[src/rtl/indexed_linked_list_table_defines.svh]
// Assertion macros for the indexed linked-list table.
// Used by the top level only; expects i_clk and i_rst_n in scope.
`ifndef INDEXED_LINKED_LIST_TABLE_DEFINES_SVH
`define INDEXED_LINKED_LIST_TABLE_DEFINES_SVH

// Same-cycle implication, disabled while reset is asserted.
`define ILLT_ASSERT_NOW(lbl, ante, cons) \
    lbl: assert property (@(posedge i_clk) disable iff (!i_rst_n) (ante) |-> (cons)) \
        else $error("illt check failed: same-cycle rule");

// Next-cycle implication, disabled while reset is asserted.
`define ILLT_ASSERT_NEXT(lbl, ante, cons) \
    lbl: assert property (@(posedge i_clk) disable iff (!i_rst_n) (ante) |=> (cons)) \
        else $error("illt check failed: next-cycle rule");

`endif

[src/rtl/illt_pkg.sv]
// Shared types and constants of the indexed linked-list table.
// No dependencies; imported by the controller, the datapath and the top level.
`default_nettype none

package illt_pkg;

    localparam int SLOT_W  = 10;
    localparam int COUNT_W = 10;
    localparam int SIZE_W  = 11;

    localparam logic [SIZE_W-1:0] ACTIVE_SIZE_RST = 11'd1024;

    // Operation codes
    localparam logic CMD_INSERT = 1'b0;
    localparam logic CMD_REMOVE = 1'b1;

    // Result status codes
    localparam logic [1:0] ST_DONE  = 2'd0;
    localparam logic [1:0] ST_RANGE = 2'd1;
    localparam logic [1:0] ST_LINK  = 2'd2;

    // Controller to datapath
    typedef struct packed {
        logic clr;       // write zeros at the clear pointer, advance it
        logic accept;    // capture the input word, read the slot's links
        logic check;     // register the status of the current word
        logic step1;     // first pair of link writes, member count update
        logic step2;     // second pair of link writes
        logic load_out;  // move the result into the output register
    } t_ctl_cmd;

    // Datapath to controller
    typedef struct packed {
        logic clr_last;  // clear pointer at the last slot
        logic fail;      // current word is refused
        logic out_free;  // output register can take a word this cycle
    } t_ctl_stat;

endpackage

`default_nettype wire

[src/rtl/illt_ctrl.sv]
// Sequencer of the indexed linked-list table: clear pass, check, link writes.
// Depends on illt_pkg; drives the datapath through t_ctl_cmd.
`default_nettype none

module illt_ctrl (
    input  wire                  i_clk,
    input  wire                  i_rst_n,
    input  wire                  i_in_valid,
    output logic                 o_in_stall,
    input  illt_pkg::t_ctl_stat  i_stat,
    output illt_pkg::t_ctl_cmd   o_cmd
);
    import illt_pkg::*;

    localparam logic [2:0] S_CLEAR = 3'd0;
    localparam logic [2:0] S_IDLE  = 3'd1;
    localparam logic [2:0] S_CHECK = 3'd2;
    localparam logic [2:0] S_WR2   = 3'd3;
    localparam logic [2:0] S_DONE  = 3'd4;

    logic [2:0] r_state;
    logic [2:0] n_state;

    always_comb begin
        n_state = r_state;
        o_cmd   = '0;
        unique case (r_state)
            S_CLEAR: begin
                o_cmd.clr = 1'b1;
                if (i_stat.clr_last) n_state = S_IDLE;
            end
            S_IDLE: begin
                if (i_in_valid) begin
                    o_cmd.accept = 1'b1;
                    n_state      = S_CHECK;
                end
            end
            S_CHECK: begin
                o_cmd.check = 1'b1;
                o_cmd.step1 = !i_stat.fail;
                n_state     = i_stat.fail ? S_DONE : S_WR2;
            end
            S_WR2: begin
                o_cmd.step2 = 1'b1;
                n_state     = S_DONE;
            end
            S_DONE: begin
                if (i_stat.out_free) begin
                    o_cmd.load_out = 1'b1;
                    n_state        = S_IDLE;
                end
            end
            default: n_state = S_IDLE;
        endcase
    end

    assign o_in_stall = (r_state != S_IDLE);

    always_ff @(posedge i_clk) begin
        if (!i_rst_n) r_state <= S_CLEAR;
        else          r_state <= n_state;
    end

endmodule

`default_nettype wire

[config.mk]
export PLATFORM = sky130hd
export DESIGN_NAME = illt_ctrl
export DESIGN_NICKNAME = d
export VERILOG_FILES = /design/src/rtl/indexed_linked_list_table_defines.svh /design/src/rtl/illt_pkg.sv /design/src/rtl/illt_ctrl.sv
export SDC_FILE = /design/constraint.sdc
export NUM_CORES = 1
export LEC_CHECK = 0
export BUFFER_PORTS_ARGS = -buffer_cell sky130_fd_sc_hd__buf_2
export CORE_AREA = 2 2 39 41
export CTS_CLUSTER_DIAMETER = 120
export DETAILED_ROUTE_END_ITERATION = 16
export DIE_AREA = 0 0 41 43
export HOLD_SLACK_MARGIN = 0.12
export MAX_ROUTING_LAYER = met4
export SLEW_MARGIN = 10
export SYNTH_ARGS = -nofsm -noshare
export SYNTH_HDL_FRONTEND = slang
export SYNTH_SLANG_ARGS = --single-unit
[constraint.sdc]
create_clock -name i_clk -period 1.1 [get_ports i_clk]
set_input_delay 0.055 -clock i_clk [delete_from_list [all_inputs] [get_ports i_clk]]
set_output_delay 0.055 -clock i_clk [all_outputs]
set_load 0.005 [all_outputs]
==> run summary <==
Filler cells = 154
Yosys cell types = 18
ant diodes = 0
clock period minus worst slack = 1160 ps
worst skew pair latency = 240 ps
vias after detailed routing = 258
# DRC = 0
Layout Area Growth over Synthesis = 92.1%
clk root buf = clkbuf_4
I/O Pins = 13
Max Fanout on Critical Path = 4
first-pass GRT wire length = 897 µm
clock sink count = 3
nets@finish = 54
critical-path cell list = buf_6 > nor4bb_1 > buf_2
Placer Congestion = 0.779
Pre-antenna DRT Iters = 3
f_max = 0.865 GHz
violated checks = setup timing
type of the most critical hold path = in -> reg
met3 Use GR = 1.57%
syn_area_per_cell = 7.89 µm²
slowest stage delay, CP = 350 ps
CP Depth = 3
max cap viols = 0
layout cells sized above 1 = 55.3%
vias in the first global route = 232
die area = 0.00176 mm²
critical path endpoint category = primary output
met2 Track Usage GR = 12.2%
setup violators final = 3
sequential cell area = 68.8 µm²
Final Util = 28.5%
grt met1 use = 8.06%
Top delay family on crit path = flip-flops
Mapped Cells = 26
Routed Antenna Nets = 0
Syn. warnings = 0
DP Worst Slack = 56.4 ps
most flop-heavy register = r_state
routed wire length = 548 µm
core area = 0.00138 mm²
largest net degree at the start of global routing = 8
die boundary width = 41 µm
Slew Limit Fails = 0
RSZ-0062 raised after global routing = yes
Rows = 14
Pleak = 0.193 nW
critical path class = reg -> out
Largest register FFs = 3
Syn Nets = 32
wire per inst = 8.70 µm
part of the cycle the worst path needs = 105%
PortBufs = 12
Num CTS Buffers = 3
CP required = 1040 ps
Crit-path slowest cell = dfxtp_4
worst-margin pin slew = 209 ps
status = finished, violations left
setup skew after layout = 4.95 ps
Initial Util = 14.8%
initial antenna violation count = 0
CTS clk-pin slew, worst paths = 40 ps
final hold vios = 0
path depth of the worst reg2reg path = 3
Hold Path Depth = 3
Startpoint Class = flip-flop
GRT Max-Usage Layer = met2
iteration-0 DRC count of the detailed router = 4
Total Routing Usage GR = 8.14%
setup ws final = -56.4 ps
H-tree depth = 1
Chip Height = 43 µm
Avg Vias per Cell = 4.10
Mapped Area = 205 µm²
sequential area share after synthesis = 29.3%
CP arrival = 1100 ps
synthesis-stage register bit count = 3
Multi-input gate area = 146 µm²
global route overflow = 0
max_slew headroom = 85.9%
Top Registers = r_state: 3 flops
Peak VDD IR = 0.350 mV
P per Cell Area = 1120 mW/mm²
CTS tree = yes
crit path buf inv count = 2
Clock Tree Buf Depth = 2
[metal layers]
layer  wire length (µm)  up-vias
met5                  0        -
met4                 16        0
met3                 22        2
met2                273        9
met1                235      110
li1                   -      137
[stage by stage]
step / instance area [µm²] / power (mW) / instances / hold slack (ps) / setup TNS (ps)
after floorplan: 205 / 0.171 / 26 / 140 / 0
after global placement: 290 / 0.209 / 54 / 329 / 0
after detailed placement: 290 / 0.209 / 54 / 330 / 0
after CTS: 388 / 0.442 / 63 / 161 / -179
after global routing: 394 / 0.465 / 63 / 176 / -339
final: 394 / 0.440 / 63 / 166 / -145
[cells in the mapped netlist]
library cell	instances	area, µm²
a211oi_1	1	7.51
a21oi_1	3	15.0
and3_1	1	6.26
and3b_1	2	17.5
buf_2	2	10.0
dfxtp_1	3	60.1
inv_1	1	3.75
mux2i_1	1	10.0
nand2_1	1	3.75
nand3b_1	1	7.51
nor2_1	2	7.51
nor2b_1	1	6.26
nor3_1	2	10.0
nor3b_1	1	7.51
nor4bb_1	1	10.0
o21ai_0	1	5.00
or3b_1	1	8.76
or3b_2	1	8.76
[tightest hold or removal path, stage by stage]
cell      delay (ps)
buf_2             90
mux2i_1          120
a211oi_1          80
[path summary, 6_finish.rpt]
kind	start	endpoint	slack, ps
worst max-delay path	r_state[2]	o_cmd[4]	-60
worst min register to register	r_state[1]	r_state[2]	590
worst min-delay path	i_stat[2]	r_state[0]	170
worst max register to register	r_state[1]	r_state[2]	30
[power breakdown]
group / total (mW) / leakage, nW / switching (mW) / internal (mW)
combinational: 0.112 / 0.152 / 0.0424 / 0.0696
clock: 0.201 / 0.0150 / 0.0647 / 0.136
sequential: 0.126 / 0.0264 / 0.0111 / 0.115
[cell type report]
class                   instances  area share (%)
multi-input cells              20            37.1
repair buffers                 19            32.7
flip-flops and latches          3            17.5
clock buffers                   4            6.67
well taps                      16            5.08
inverters                       1           0.952
[cell usage in the layout, fill, tap and decap left out]
master / synthesis / final
a21oi_1: 3 / 3
mux2i_1: 1 / 1
nand3b_1: 1 / 1
nor2_1: 2 / 1
clkbuf_4: 0 / 3
buf_6: 0 / 3
nor3_1: 2 / 2
and3b_1: 2 / 2
a211oi_1: 1 / 1
nor3b_2: 0 / 1
nand2_1: 1 / 1
o21ai_0: 1 / 1
nor2_4: 0 / 1
and3_1: 1 / 1
nor4bb_1: 1 / 1
nor2b_1: 1 / 1
or3b_1: 1 / 1
buf_4: 0 / 2
dfxtp_4: 0 / 2
inv_1: 1 / 1
buf_2: 2 / 12
dlygate4sd3_1: 0 / 2
or3b_4: 0 / 1
clkbuf_1: 0 / 1
dfxtp_2: 0 / 1
[cell families after synthesis]
logic type             count (synthesis)  synth area share [%]
AO/OA/AOI/OAI                          5                  13.4
buffers and inverters                  3                  6.71
flip-flops                             3                  29.3
multiplexers                           1                  4.88
AND/OR/NAND/NOR                       14                  45.7
[what timing repair did]
action | CTS | global route
setup endpoints to repair | 5 | 6
gates resized for setup | 12 | 1
setup buffers | 3 | 0
hold buffers | 2 | 0
pin swaps | 1 | 1
hold endpoints to repair | 3 | 0
Note: power is estimated with default switching activity, not from simulation.
